`src/rtl/video_memory_write_port_unit_macros.svh`:
```
// assertion macros for the video memory write port unit
// used by video_memory_write_port_unit.sv; no other dependencies
`ifndef VIDEO_MEMORY_WRITE_PORT_UNIT_MACROS_SVH
`define VIDEO_MEMORY_WRITE_PORT_UNIT_MACROS_SVH
`ifndef SYNTH
// same-cycle implication
`define VMWP_ASSERT_IMP(label, clk, rst, ante, cons) \
  label: assert property (@(posedge clk) disable iff (rst) (ante) |-> (cons)) \
    else $error("vmwp assertion failed");
// next-cycle implication
`define VMWP_ASSERT_NXT(label, clk, rst, ante, cons) \
  label: assert property (@(posedge clk) disable iff (rst) (ante) |=> (cons)) \
    else $error("vmwp assertion failed");
`else
`define VMWP_ASSERT_IMP(label, clk, rst, ante, cons)
`define VMWP_ASSERT_NXT(label, clk, rst, ante, cons)
`endif
`endif

```
`src/rtl/vmwp_pkg.sv`:
```
// types, register offsets and helper functions for the video memory write port
// no dependencies
package vmwp_pkg;

  localparam int VRAM_BYTES_DEF    = 65536;
  localparam int PALETTE_BYTES_DEF = 512;
  localparam int SPRITE_BYTES_DEF  = 544;

  // raw byte addresses are at most 17 bits wide (vram word plus byte select)
  localparam int ADDR_X_W = 17;
  localparam int RECIP_W  = ADDR_X_W + 1;

  typedef enum logic [1:0] {
    TGT_NONE = 2'd0,
    TGT_VRAM = 2'd1,
    TGT_PAL  = 2'd2,
    TGT_OAM  = 2'd3
  } target_t;

  localparam logic [5:0] OFF_OAM_ADDR_LO = 6'h02;
  localparam logic [5:0] OFF_OAM_ADDR_HI = 6'h03;
  localparam logic [5:0] OFF_OAM_DATA    = 6'h04;
  localparam logic [5:0] OFF_VRAM_CTRL   = 6'h15;
  localparam logic [5:0] OFF_VRAM_ADDR_LO = 6'h16;
  localparam logic [5:0] OFF_VRAM_ADDR_HI = 6'h17;
  localparam logic [5:0] OFF_VRAM_DATA_LO = 6'h18;
  localparam logic [5:0] OFF_VRAM_DATA_HI = 6'h19;
  localparam logic [5:0] OFF_PAL_ADDR    = 6'h21;
  localparam logic [5:0] OFF_PAL_DATA    = 6'h22;

  localparam logic [1:0] REMAP_NONE = 2'd0;
  localparam logic [1:0] REMAP_8    = 2'd1;
  localparam logic [1:0] REMAP_9    = 2'd2;
  localparam logic [1:0] REMAP_10   = 2'd3;

  localparam logic [1:0] INC_1  = 2'd0;
  localparam logic [1:0] INC_32 = 2'd1;

  localparam logic [7:0] PAL_HIGH_MASK = 8'h7F;

  // bit rotation of the low address bits for the three remap modes
  function automatic logic [15:0] remap_word(input logic [15:0] a, input logic [1:0] mode);
    logic [15:0] r;
    case (mode)
      REMAP_8:  r = {a[15:8], a[4:0], a[7:5]};
      REMAP_9:  r = {a[15:9], a[5:0], a[8:6]};
      REMAP_10: r = {a[15:10], a[6:0], a[9:7]};
      default:  r = a;
    endcase
    return r;
  endfunction

  function automatic logic [15:0] step_size(input logic [1:0] inc);
    logic [15:0] s;
    case (inc)
      INC_1:   s = 16'd1;
      INC_32:  s = 16'd32;
      default: s = 16'd128;
    endcase
    return s;
  endfunction

endpackage

```
`src/rtl/video_memory_write_port_unit.sv`:
```
// m_tvalid rises once an accepted transaction has moved through stages s1 to s4; a low
// m_tready while m_tvalid is high freezes every stage and s_tready with them
// throughput: one transaction per cycle unless a low m_tready stalls the output; pointer
// updates finish at accept, the remaining stages reduce the byte address modulo the memory size
// (reciprocal multiply, product multiply, one correction subtract)
// reset: synchronous rst clears pointers, port control, palette phase and stage valids
`include "video_memory_write_port_unit_macros.svh"

module video_memory_write_port_unit import vmwp_pkg::*; #(
  parameter int VRAM_BYTES    = VRAM_BYTES_DEF,
  parameter int PALETTE_BYTES = PALETTE_BYTES_DEF,
  parameter int SPRITE_BYTES  = SPRITE_BYTES_DEF
) (
  input  logic        clk,
  input  logic        rst,
  input  logic        s_tvalid,
  output logic        s_tready,
  input  logic [7:0]  s_tdata,   // [7:0] write_data
  input  logic [7:0]  s_tuser,   // [5:0] reg_offset, [7:6] zero
  output logic        m_tvalid,
  input  logic        m_tready,
  output logic [23:0] m_tdata,   // [15:0] mem_address, [23:16] mem_data
  output logic [7:0]  m_tuser    // [1:0] target, [7:2] zero
);

  localparam logic [ADDR_X_W-1:0] VRAM_D = ADDR_X_W'(VRAM_BYTES);
  localparam logic [ADDR_X_W-1:0] PAL_D  = ADDR_X_W'(PALETTE_BYTES);
  localparam logic [ADDR_X_W-1:0] OAM_D  = ADDR_X_W'(SPRITE_BYTES);
  localparam logic [RECIP_W-1:0] VRAM_M =
    RECIP_W'((64'd1 << ADDR_X_W) / VRAM_BYTES);
  localparam logic [RECIP_W-1:0] PAL_M =
    RECIP_W'((64'd1 << ADDR_X_W) / PALETTE_BYTES);
  localparam logic [RECIP_W-1:0] OAM_M =
    RECIP_W'((64'd1 << ADDR_X_W) / SPRITE_BYTES);

  // architectural state
  logic [7:0]  vram_ctrl, vram_ctrl_next;
  logic [15:0] vram_ptr, vram_ptr_next;
  logic [15:0] oam_ptr, oam_ptr_next;
  logic [7:0]  pal_ptr, pal_ptr_next;
  logic        pal_phase, pal_phase_next;

  // pipeline
  logic                 s1_valid, s2_valid, s3_valid, s4_valid;
  target_t              s1_tgt, s2_tgt, s3_tgt, s4_tgt;
  logic [ADDR_X_W-1:0]  s1_x, s2_x;
  logic [7:0]           s1_data, s2_data, s3_data, s4_data;
  logic [RECIP_W-1:0]   s2_q;
  logic [RECIP_W-1:0]   s3_rem;
  logic [15:0]          s4_addr;

  target_t              tgt_next;
  logic [ADDR_X_W-1:0]  x_next;
  logic [7:0]           data_next;

  logic                 adv, accept;
  logic [5:0]           offset;
  logic [7:0]           wdata;
  logic                 vram_high;
  logic [15:0]          vram_word;

  logic [RECIP_W-1:0]   s1_m;
  logic [ADDR_X_W-1:0]  s2_d, s3_d;
  logic [ADDR_X_W+RECIP_W-1:0] q_prod;
  logic [ADDR_X_W+RECIP_W-1:0] qd_prod;
  logic [RECIP_W-1:0]   rem_next;
  logic [RECIP_W-1:0]   rem_fixed;

  assign adv      = !s4_valid || m_tready;
  assign s_tready = adv;
  assign accept   = s_tvalid && adv;
  assign offset   = s_tuser[5:0];
  assign wdata    = s_tdata;

  assign vram_high = (offset == OFF_VRAM_DATA_HI);
  assign vram_word = remap_word(vram_ptr, vram_ctrl[3:2]);

  always_comb begin
    vram_ctrl_next = vram_ctrl;
    vram_ptr_next  = vram_ptr;
    oam_ptr_next   = oam_ptr;
    pal_ptr_next   = pal_ptr;
    pal_phase_next = pal_phase;
    tgt_next       = TGT_NONE;
    x_next         = '0;
    data_next      = '0;
    if (accept) begin
      case (offset)
        OFF_OAM_ADDR_LO: begin
          oam_ptr_next = {7'd0, oam_ptr[8], wdata};
        end
        OFF_OAM_ADDR_HI: begin
          oam_ptr_next = {7'd0, wdata[0], oam_ptr[7:0]};
        end
        OFF_OAM_DATA: begin
          tgt_next     = TGT_OAM;
          x_next       = {1'b0, oam_ptr};
          data_next    = wdata;
          oam_ptr_next = oam_ptr + 16'd1;
        end
        OFF_VRAM_CTRL: begin
          vram_ctrl_next = wdata;
        end
        OFF_VRAM_ADDR_LO: begin
          vram_ptr_next = {vram_ptr[15:8], wdata};
        end
        OFF_VRAM_ADDR_HI: begin
          vram_ptr_next = {wdata, vram_ptr[7:0]};
        end
        OFF_VRAM_DATA_LO, OFF_VRAM_DATA_HI: begin
          tgt_next  = TGT_VRAM;
          x_next    = {vram_word, vram_high};
          data_next = wdata;
          // bit 7 of the control byte picks which half advances the pointer
          if (vram_ctrl[7] == vram_high) begin
            vram_ptr_next = vram_ptr + step_size(vram_ctrl[1:0]);
          end
        end
        OFF_PAL_ADDR: begin
          pal_ptr_next   = wdata;
          pal_phase_next = 1'b0;
        end
        OFF_PAL_DATA: begin
          tgt_next       = TGT_PAL;
          x_next         = {8'd0, pal_ptr, pal_phase};
          pal_phase_next = !pal_phase;
          if (pal_phase) begin
            data_next    = wdata & PAL_HIGH_MASK;
            pal_ptr_next = pal_ptr + 8'd1;
          end else begin
            data_next = wdata;
          end
        end
        default: begin
        end
      endcase
    end
  end

  always_ff @(posedge clk) begin
    if (rst) begin
      vram_ctrl <= '0;
      vram_ptr  <= '0;
      oam_ptr   <= '0;
      pal_ptr   <= '0;
      pal_phase <= 1'b0;
    end else begin
      vram_ctrl <= vram_ctrl_next;
      vram_ptr  <= vram_ptr_next;
      oam_ptr   <= oam_ptr_next;
      pal_ptr   <= pal_ptr_next;
      pal_phase <= pal_phase_next;
    end
  end

  // modulo reduction: q ~ x / D via reciprocal, rem = x - q*D < 2D, then one fix-up
  always_comb begin
    case (s1_tgt)
      TGT_VRAM: s1_m = VRAM_M;
      TGT_PAL:  s1_m = PAL_M;
      default:  s1_m = OAM_M;
    endcase
    case (s2_tgt)
      TGT_VRAM: s2_d = VRAM_D;
      TGT_PAL:  s2_d = PAL_D;
      default:  s2_d = OAM_D;
    endcase
    case (s3_tgt)
      TGT_VRAM: s3_d = VRAM_D;
      TGT_PAL:  s3_d = PAL_D;
      default:  s3_d = OAM_D;
    endcase
  end

  assign q_prod    = (ADDR_X_W+RECIP_W)'(s1_x) * (ADDR_X_W+RECIP_W)'(s1_m);
  assign qd_prod   = (ADDR_X_W+RECIP_W)'(s2_q) * (ADDR_X_W+RECIP_W)'(s2_d);
  assign rem_next  = {1'b0, s2_x} - qd_prod[RECIP_W-1:0];
  assign rem_fixed = (s3_rem >= {1'b0, s3_d}) ? (s3_rem - {1'b0, s3_d}) : s3_rem;

  always_ff @(posedge clk) begin
    if (rst) begin
      s1_valid <= 1'b0;
      s2_valid <= 1'b0;
      s3_valid <= 1'b0;
      s4_valid <= 1'b0;
    end else if (adv) begin
      s1_valid <= s_tvalid;
      s2_valid <= s1_valid;
      s3_valid <= s2_valid;
      s4_valid <= s3_valid;
    end
  end

  always_ff @(posedge clk) begin
    if (adv) begin
      s1_tgt  <= tgt_next;
      s1_x    <= x_next;
      s1_data <= data_next;
      s2_tgt  <= s1_tgt;
      s2_x    <= s1_x;
      s2_data <= s1_data;
      s2_q    <= q_prod[ADDR_X_W+RECIP_W-1:ADDR_X_W];
      s3_tgt  <= s2_tgt;
      s3_data <= s2_data;
      s3_rem  <= rem_next;
      s4_tgt  <= s3_tgt;
      s4_data <= s3_data;
      s4_addr <= rem_fixed[15:0];
    end
  end

  assign m_tvalid = s4_valid;
  assign m_tdata  = {s4_data, s4_addr};
  assign m_tuser  = {6'd0, s4_tgt};

  logic out_none, out_pal, s3_live, pal_write, s3_rem_ok, out_pal_ok;
  assign out_none   = m_tvalid && (s4_tgt == TGT_NONE);
  assign out_pal    = m_tvalid && (s4_tgt == TGT_PAL);
  assign s3_live    = s3_valid;
  assign pal_write  = accept && (offset == OFF_PAL_DATA);
  assign s3_rem_ok  = (s3_rem < {s3_d, 1'b0});
  assign out_pal_ok = ({1'b0, s4_addr} < PAL_D);

  `VMWP_ASSERT_IMP(a_none_is_zero, clk, rst, out_none, m_tdata == 24'd0)
  `VMWP_ASSERT_IMP(a_rem_bound, clk, rst, s3_live, s3_rem_ok)
  `VMWP_ASSERT_IMP(a_pal_in_range, clk, rst, out_pal, out_pal_ok)
  `VMWP_ASSERT_NXT(a_pal_phase_toggle, clk, rst, pal_write, pal_phase != $past(pal_phase))

endmodule

```
`config.mk`:
```
export PLATFORM = sky130hd
export DESIGN_NAME = video_memory_write_port_unit
export DESIGN_NICKNAME = d
export VERILOG_FILES = /design/src/rtl/vmwp_pkg.sv /design/src/rtl/video_memory_write_port_unit.sv
export VERILOG_INCLUDE_DIRS = /design/src /design/src/rtl
export SDC_FILE = /design/constraint.sdc
export NUM_CORES = 1
export LEC_CHECK = 0
export ABC_AREA = 1
export BUFFER_PORTS_ARGS = -buffer_cell sky130_fd_sc_hd__buf_2
export CORE_MARGIN = 2
export CORE_UTILIZATION = 40
export CTS_BUF_LIST = sky130_fd_sc_hd__clkbuf_4
export DETAILED_ROUTE_END_ITERATION = 7
export GPL_ROUTABILITY_DRIVEN = 0
export SETUP_SLACK_MARGIN = 0.2
export SKIP_CTS_REPAIR_TIMING = 1
export SYNTH_ARGS = -nofsm -noshare
export SYNTH_HDL_FRONTEND = slang
export SYNTH_SLANG_ARGS = --single-unit
```
`constraint.sdc`:
```
create_clock -name clk -period 10.1 [get_ports clk]
set_input_delay 1.01 -clock clk [delete_from_list [all_inputs] [get_ports clk]]
set_output_delay 1.01 -clock clk [all_outputs]
set_load 0.005 [all_outputs]
```
==> results of run 1 <==
==> cells in the final DEF (no fill, tap or decap), types with 15 or more instances in the layout <==
| cell type | instances |
|---|---|
| a21oi_1 | 97 |
| buf_2 | 45 |
| clkbuf_4 | 18 |
| dfxtp_1 | 50 |
| edfxtp_1 | 119 |
| fa_1 | 57 |
| ha_1 | 116 |
| inv_1 | 305 |
| nand2_1 | 346 |
| nand3_1 | 60 |
| nand4_1 | 19 |
| nor2_1 | 181 |
| nor3_1 | 17 |
| o21ai_0 | 97 |
| o21ai_1 | 15 |
| xor2_1 | 31 |
==> cell families after synthesis <==
| logic type | Yosys count | share of synthesized area |
|---|---|---|
| compound gates | 261 | 0.109 |
| other cells | 1 | 0.000289 |
| simple gates | 647 | 0.207 |
| xor+xnor | 38 | 0.0257 |
| buf+inv | 354 | 0.106 |
| fa+ha+maj | 173 | 0.200 |
| flops | 169 | 0.353 |
==> area by class of cell <==
class | count | area (um^2) | share of cell area
repair buffers | 48 | 248 | 0.0179
flip-flops and latches | 169 | 4570 | 0.330
well taps | 402 | 503 | 0.0363
multi-input cells | 1125 | 7040 | 0.508
diodes | 1 | 2.50 | 0.000180
inverters | 317 | 1190 | 0.0860
clock buffers | 18 | 135 | 0.00974
clock inverters | 14 | 175 | 0.0126
==> how the worst min path moves through the flow <==
| stage | from | slack (ps) | depth (start not counted) | to |
|---|---|---|---|---|
| floorplan | s1_data[0] | 400 | 0 | s2_data[0] |
| global placement | s2_data[4] | 400 | 0 | s3_data[4] |
| detailed placement | s1_data[5] | 400 | 0 | s2_data[5] |
| CTS | s1_data[0] | 430 | 0 | s2_data[0] |
| global route | s1_data[0] | 420 | 0 | s2_data[0] |
| finish | s1_data[0] | 430 | 0 | s2_data[0] |
==> sequential cells by signal (all words and copies together) (netlist names) <==
register	cells
s3_rem	18
s1_x	17
s2_x	17
oam_ptr	16
s4_addr	16
vram_ptr	16
s2_q	11
pal_ptr	8
s1_data	8
s2_data	8
s3_data	8
s4_data	8
vram_ctrl	5
s1_tgt	2
s2_tgt	2
s3_tgt	2
s4_tgt	2
m_tvalid	1
pal_phase	1
s1_valid	1
s2_valid	1
s3_live	1
==> metrics by stage <==
| step | hold WS, ps | cells | worst slack (ps) |
|---|---|---|---|
| after floorplan | 400 | 1648 | 5380 |
| after global placement | 402 | 2061 | 4840 |
| after detailed placement | 405 | 2061 | 4790 |
| after CTS | 427 | 2093 | 4780 |
| after global routing | 420 | 2094 | 4270 |
| final | 431 | 2094 | 4770 |
==> critical path: stages, from the launching register on <==
cell and delay [ps]:
edfxtp_1 450, ha_1 790, nand2_1 420, nand2_1 160
o21ai_0 140, xor2_1 190, fa_1 540, inv_1 50
fa_1 530, inv_1 60, fa_1 470, ha_1 360
a21oi_1 220, inv_1 60, nor2_1 140, nor2_1 50
o21bai_1 220, nand3_1 120, nand2_1 80, nand2_1 50
==> synthesized netlist by cell type, types with 6 or more instances <==
master,n
a21oi_1,97
a31oi_1,11
buf_2,10
buf_4,8
clkbuf_1,18
dfxtp_1,50
edfxtp_1,119
fa_1,57
ha_1,116
inv_1,306
inv_2,10
nand2_1,346
nand3_1,60
nand4_1,19
nor2_1,181
nor3_1,17
o211ai_1,8
o21a_1,6
o21ai_0,97
o21ai_1,15
o21bai_1,6
o22ai_1,10
xnor2_1,7
xor2_1,31
==> power by group <==
part,switching (mW),internal (mW),leakage [nW]
logic,0.367,0.225,4.88
clock network,0.292,0.120,0.165
registers,0.0396,0.854,1.81
total,0.699,1.20,6.86
==> layer usage <==
layer,wire length (um),vias up,track usage
li1,-,5352,-
met1,13300,4892,0.225
met2,14500,202,0.319
met3,1090,45,0.0299
met4,612,0,0.0538
met5,0,-,0
==> metrics.txt, run 1 <==
Yosys top cell area share 0.276; Core ar. around 32000 um^2; CP Launch Type register; DR pass1 iterations 5; Ports 54; Netlist cell types 44; outcome complete, no violations; Total Power 1.90 mW; synth warn 0; Post-Syn Area ~13000 um^2; Reg2Reg Launch Point s1_tgt[1]; largest net degree at the start of global routing 66; r2r worst-path depth 19; RR Endpoint s2_q[6]; endpoint type of the worst setup path register; cell taking the most area after synthesis edfxtp_1; routed via count about 10000; hpwl dp 22900 um; die footprint 33900 um^2; area grow syn2layout 6.96%; Mapped Cells between 1500 and 2000; Max-slew headroom 0.267; ys flop type edfxtp_1; Critical Path Source s1_tgt[1]; DRC violations left 0; global-route wire length before repair 48400 um; Max VDD drop roughly 0.00008 V; root buf cell clkbuf_4; post-synthesis sequential area ratio 0.353; Max Slew Vio Count 0; fin crit share 0.527; total global routing track utilization 0.180; Layout fillers roughly 3200; Power Dens Cells approximately 140 nW/um^2; insertion delay to the later sink of the worst-skew pair about 600 ps; FF+latch count, synth 169; peak fanout along the critical path 23; layout cells sized above 1 0.0668; post-DR wirelength/cell around 14 um; vias in the first global route slightly above 10000; buffers added on ports 45; Crit path required time about 10000 ps; Post-synth EDFFs 119; fin nets about 1900; clock skew between 20 and 30 ps; Least-Margin Pin Slew approximately 1100 ps; Worst Hold Class reg -> reg; remaining antenna violation count after routing 0; max-cap violations 0; Post-synth ARST share 0; crit path to s2_q[6]; Starting DRT DRC Count 632; Overflow after GRT 0; Crit Path Class reg -> reg; final setup fails 0; CTS Buf Count 17; CTS clk-pin slew, worst paths 180 ps; Die W 184 um; Die H between 150 and 200 um; largest cells by area after synthesis edfxtp_1 28%, ha_1 11%, nand2_1 10%, inv_1 8.9%, fa_1 8.8%; Post-Syn Area per Cell a little under 8 um^2; Fmax 188 MHz; via density per instance between 5 and 6; initial antenna violation count 1; final hold violations 0; CP Data Arrival Time around 5700 ps; fin area between 10000 and 15000 um^2; Tmin final ~5300 ps; clock buffer depth 2; Initial Util 0.409; Core Util, Final 0.437; Placed Area between 10000 and 15000 um^2; H-tree depth 4; Reg2Reg Setup Slack around 4800 ps; CTS tree yes; leakage a little under 7 nW; RSZ-0062 raised after global routing no; total negative slack 0 ps; row count 65; final WL 29500 um; clock sinks between 150 and 200
Power figures use the tool's default switching activity.
==> run 2, diff against run 1 <==
==> constraint.sdc (replaced) <==
create_clock -name clk -period 4.62 [get_ports clk]
set_input_delay 0.462 -clock clk [delete_from_list [all_inputs] [get_ports clk]]
set_output_delay 0.462 -clock clk [all_outputs]
set_load 0.005 [all_outputs]
==> metrics.txt, run 2 (synthesis results as in run 1) <==
outcome complete, no violations; RR Endpoint s2_q[6]; Fmax 225 MHz (+20%); CTS Buf Count 17 (unchanged); via density per instance 5.02 (about the same); Critical Path Source s1_tgt[1]; clock skew 30.8 ps (+5.57 ps); clock sinks 169 (unchanged); Place WS 13.1 ps (-4780 ps); Hold Crit Endpoint oam_ptr[1]; post-DR wirelength/cell 13.9 um (-0.97%); Pint 2.66 mW (+120%); vias in the first global route 10000 (-0.93%); initial antenna violation count 1 (unchanged); H-tree depth 4 (unchanged); CTS clk-pin slew, worst paths 180 ps (about the same); row count 65 (unchanged); fin area 14600 um^2 (+5.2%); Top reg by flops s3_rem; fin crit share 0.962 (+0.435); buffers added on ports 45 (unchanged); Die W 184 um (unchanged); Reg2Reg Launch Point s1_tgt[1]; remaining antenna violation count after routing 0 (unchanged); die footprint 33900 um^2 (unchanged); Die H 184 um (unchanged); Least-Margin Pin Slew 1110 ps (+11.9 ps); Crit path required time 5010 ps (-5460 ps); r2r worst-path depth 19 (unchanged); Clk network pwr share 0.223 (+0.006); fin nets 1906 (+1.9%); Net Switching 1.56 mW (+120%); Overflow after GRT 0 (unchanged); most frequent cells in the layout 328 x nand2_1, 297 x inv_1, 170 x nor2_1, 119 x edfxtp_1, 101 x ha_1; Tmin final 4450 ps (-879 ps); RSZ-0062 raised after global routing yes; commonest non-fill, non-tap cell in the layout nand2_1; area grow syn2layout 12.6%; Final WS setup 173 ps (-4600 ps); CP Launch Type register; CTS tree yes; max-cap violations 0 (unchanged); Max VDD drop 0.000262 V (+230%); Crit Path Class reg -> reg; Initial Util 0.409 (unchanged); Power Dens Cells 289 nW/um^2 (+110%); Max Slew Vio Count 0 (unchanged); DRC violations left 0 (unchanged); Starting DRT DRC Count 511 (-19%); combinational cell fraction of total power 0.315 (+0.003); final hold violations 0 (unchanged); endpoint type of the worst setup path register; Max-slew headroom 0.259 (-0.00868); final setup fails 0 (unchanged); clock buffer depth 2 (unchanged); root buf cell clkbuf_4; Worst Hold Class in -> reg; register share of total power 0.462 (-0.009); hold-critical path depth 3 (+3); Hold Startpoint s_tdata[1]; Placed Cells 2087 (+1.3%); largest net degree at the start of global routing 49 (-26%); Post-Layout Cell Count 2129 (+1.7%); peak fanout along the critical path 6 (-74%); CP Data Arrival Time 4840 ps (-860 ps); hpwl dp 23200 um (+1.1%); insertion delay to the later sink of the worst-skew pair 600 ps (about the same); Core ar. 31700 um^2 (unchanged); max reg flops 18 (unchanged); leakage 7.06 nW (+3.0%); DR pass1 iterations 7 (+2); Reg2Reg Setup Slack 170 ps (-4600 ps); Total Power 4.22 mW (+120%); routed via count 10700 (+1.8%); Sw Ratio 0.370 (+0.00210); Placed Area 13800 um^2 (+1.9%); layout cells sized above 1 0.132 (+0.0647); Ports 54 (unchanged); Top Registers s3_rem (18), s1_x (17), s2_x (17); final WL 29700 um (+0.69%); global-route wire length before repair 47500 um (-2.0%); total global routing track utilization 0.176 (-0.00409)
## run 2: layer usage
metal | routed length, um | GRT usage | up-vias
met2 | 14800 | 0.322 | 242
met4 | 739 | 0.0515 | 0
li1 | - | - | 5424
met1 | 12800 | 0.211 | 4962
met5 | 0 | 0 | -
met3 | 1240 | 0.0301 | 49
## run 2: critical path: stages, from the launching register on
cell,delay (ps)
edfxtp_1,470
ha_4,360
buf_6,150
nand2_4,60
inv_4,90
buf_6,90
fa_2,430
fa_1,490
inv_1,50
fa_1,490
inv_2,40
fa_2,460
ha_4,340
nand2_4,90
nor2_4,110
nand2_2,80
nor3_2,170
nand3_1,120
nand4_1,90
nand2_1,60
## run 2: area by class of cell
cell class                      instances  area (um^2)
Sequential cell                       169         4570
Clock buffer                           17          128
Timing Repair Buffer                   83          533
Multi-Input combinational cell       1125         7450
Antenna cell                            1         2.50
Clock inverter                         15          211
Fill cell                            3063        17100
Tap cell                              402          503
Inverter                              317         1200
## run 2: per-stage QoR
stage | utilization | hold slack [ps] | TNS [ps]
after global placement | 0.435 | 403 | 0
after detailed placement | 0.435 | 405 | 0
after CTS | 0.446 | 72.2 | -10.9
after global routing | 0.460 | 74.7 | -267
after floorplan | - | 400 | 0
final | 0.460 | 114 | 0
## run 2: worst max path at each step
| stage | slack, ps | endpoint | cells past startpoint |
|---|---|---|---|
| global route | -100 | s2_q[6] | 19 |
| detailed placement | 10 | s2_q[2] | 17 |
| floorplan | 210 | s2_q[7] | 22 |
| global placement | 10 | s2_q[2] | 17 |
| CTS | -10 | s2_q[2] | 17 |
| finish | 170 | s2_q[6] | 19 |
## run 2: power groups by stage
stage	Sequential, mW	Combinational (mW)	Clock (mW)
after global placement	1.99	1.28	0
after global routing	1.98	1.53	1.03
after CTS	1.95	1.31	0.970
final	1.95	1.33	0.941
after floorplan	1.98	0.986	0
after detailed placement	1.99	1.30	0
==> run 3, diff against run 2 <==
==> constraint.sdc (replaced) <==
create_clock -name clk -period 3.9 [get_ports clk]
set_input_delay 0.39 -clock clk [delete_from_list [all_inputs] [get_ports clk]]
set_output_delay 0.39 -clock clk [all_outputs]
set_load 0.005 [all_outputs]
==> metrics.txt, run 3 (synthesis results as in run 1) <==
largest net degree at the start of global routing 123 (+150%); initial antenna violation count 2 (+1); Ports 54 (unchanged); Critical Path Source s1_tgt[1]; worst path cell trace ha_4, buf_12, buf_12, nand2_4, inv_4, fa_1, fa_1, inv_1, fa_1, inv_1, fa_1, ha_4, nand2_4, nor2_4, and3_1, nand2_1, nand2_2, buf_4, xor2_1; most frequent cells in the layout 327 x nand2_1, 298 x inv_1, 171 x nor2_1, 119 x edfxtp_1, 95 x ha_1; failing checks setup timing; post-DR wirelength/cell 13.9 um (about the same); Die H 184 um (unchanged); Min Hold Slack 55.8 ps (-58.0 ps); combinational cell fraction of total power 0.346 (+0.031); Tmin final 4460 ps (+17.2 ps); insertion delay to the later sink of the worst-skew pair 600 ps (about the same); hpwl dp 23800 um (+2.7%); remaining antenna violation count after routing 0 (unchanged); row count 65 (unchanged); Least-Margin Pin Slew 752 ps (-359 ps); H-tree depth 4 (unchanged); via density per instance 4.97 (-0.86%); Top Registers s3_rem (18), s1_x (17), s2_x (17); Hold Startpoint s_tdata[1]; CTS clk-pin slew, worst paths 160 ps (-20 ps); cell family with most CP delay adder cells; root buf cell clkbuf_4; leakage 7.39 nW (+4.6%); Overflow after GRT 0 (unchanged); cell mode on critical path fa_1; max-cap violations 0 (unchanged); fin crit share 1.14 (+0.182); Fmax 224 MHz (-0.39%); Reg2Reg Launch Point s1_tgt[1]; Worst Hold Class in -> reg; routed via count 10900 (+1.8%); clock buffer depth 2 (unchanged); global-route wire length before repair 50300 um (+5.9%); final WL 30500 um (+2.8%); DRC violations left 0 (unchanged); Core ar. 31700 um^2 (unchanged); commonest non-fill, non-tap cell in the layout nand2_1; Max VDD drop 0.000223 V (-15%); peak fanout along the critical path 8 (+2); endpoint type of the worst setup path register; clock skew 22.3 ps (-8.50 ps); register share of total power 0.460 (-0.002); Core Util, Final 0.476 (+0.0162); area grow syn2layout 16.5%; CTS tree yes; Power Dens Cells 332 nW/um^2 (+15%); Critical Path Max Stage Delay 490 ps (about the same); final setup fails 11 (+11); Top reg by flops s3_rem; Net Switching 1.84 mW (+17%); outcome finished with violations; CP Data Arrival Time 4900 ps (+60 ps); vias in the first global route 10800 (+7.2%); RSZ-0062 raised after global routing yes; final hold violations 0 (unchanged); Sw Ratio 0.366 (-0.00476); CP max-delay cell fa_1; Max Slew Vio Count 0 (unchanged); buffers added on ports 45 (unchanged); die footprint 33900 um^2 (unchanged); max reg flops 18 (unchanged); Crit path required time 4340 ps (-670 ps); CTS Buf Count 17 (unchanged); total global routing track utilization 0.187 (+0.0106); Final WS setup -564 ps (-737 ps); Die W 184 um (unchanged); DR pass1 iterations 5 (-2); Clk network pwr share 0.194 (-0.029); Initial Util 0.409 (unchanged); Pint 3.19 mW (+20%); Crit Path Class reg -> reg; Starting DRT DRC Count 569 (+11%); fin nets 1963 (+3.0%); worst path bufs/invs 6 (+1); clock sinks 169 (unchanged); CP Launch Type register; layout cells sized above 1 0.166 (+0.0345); Max-slew headroom 0.497 (+0.238); Total Power 5.02 mW (+19%)
## run 3: cell count changes in the layout (fill, tap and decap cells not counted), moves of 4 or more
| cell | delta |
|---|---|
| ha_4 | +6 |
| clkinv_8 | -8 |
| o21ai_0 | -5 |
| buf_4 | +57 |
| a21oi_1 | -7 |
| a21oi_2 | +9 |
| ha_1 | -6 |
| buf_12 | +4 |
| nor3_1 | -4 |
| clkinvlp_4 | +4 |
| o21ai_1 | +6 |
## run 3: cell type report
class | count | area, um^2
Multi-Input combinational cell | 1125 | 7580
Inverter | 317 | 1200
Fill cell | 3062 | 16600
Clock inverter | 15 | 130
Sequential cell | 169 | 4570
Timing Repair Buffer | 140 | 992
Tap cell | 402 | 503
Clock buffer | 17 | 128
Antenna cell | 2 | 5.00
## run 3: worst register-to-register path, stage by stage (launching register included)
cell      delay (ps)
edfxtp_1         450
ha_4             370
buf_12           130
buf_12           120
nand2_4           50
inv_4             80
fa_1             440
fa_1             490
inv_1             50
fa_1             470
inv_1             50
fa_1             480
ha_4             340
nand2_4           80
nor2_4            90
and3_1           150
nand2_1           60
nand2_2          110
buf_4            120
xor2_1           160
## run 3: layer usage
metal | GRT usage | vias up | wire (um)
met5 | 0 | - | 0
met4 | 0.0669 | 0 | 792
met3 | 0.0313 | 58 | 992
met2 | 0.342 | 203 | 15600
met1 | 0.219 | 5089 | 13100
li1 | - | 5524 | -
## run 3: path summary, 6_finish.rpt
check                                   to  slack (ps)  depth (start not counted)
worst min-delay path            oam_ptr[1]          60                          3
worst min register to register  s2_data[6]         440                          0
worst max register to register     s2_q[1]        -560                         19
worst max-delay path               s2_q[1]        -560                         19
## run 3: power groups by stage
stage	combinational, mW	clock (mW)	sequential [mW]
5_1_grt	2.00	1.07	2.34
6_report	1.74	0.974	2.31
3_3_place_gp	1.59	0	2.35
4_1_cts	1.63	1.01	2.31
2_1_floorplan	1.18	0	2.35
3_5_place_dp	1.62	0	2.36
## run 3: per-stage QoR
stage	cells	worst slack (ps)	setup TNS [ps]	cell area, um^2
after floorplan	1648	-347	-3210	13200
after global placement	2143	-570	-5430	14400
after detailed placement	2143	-613	-6140	14400
after CTS	2175	-640	-6350	14700
after global routing	2187	-748	-7520	15100
final	2187	-564	-5450	15100
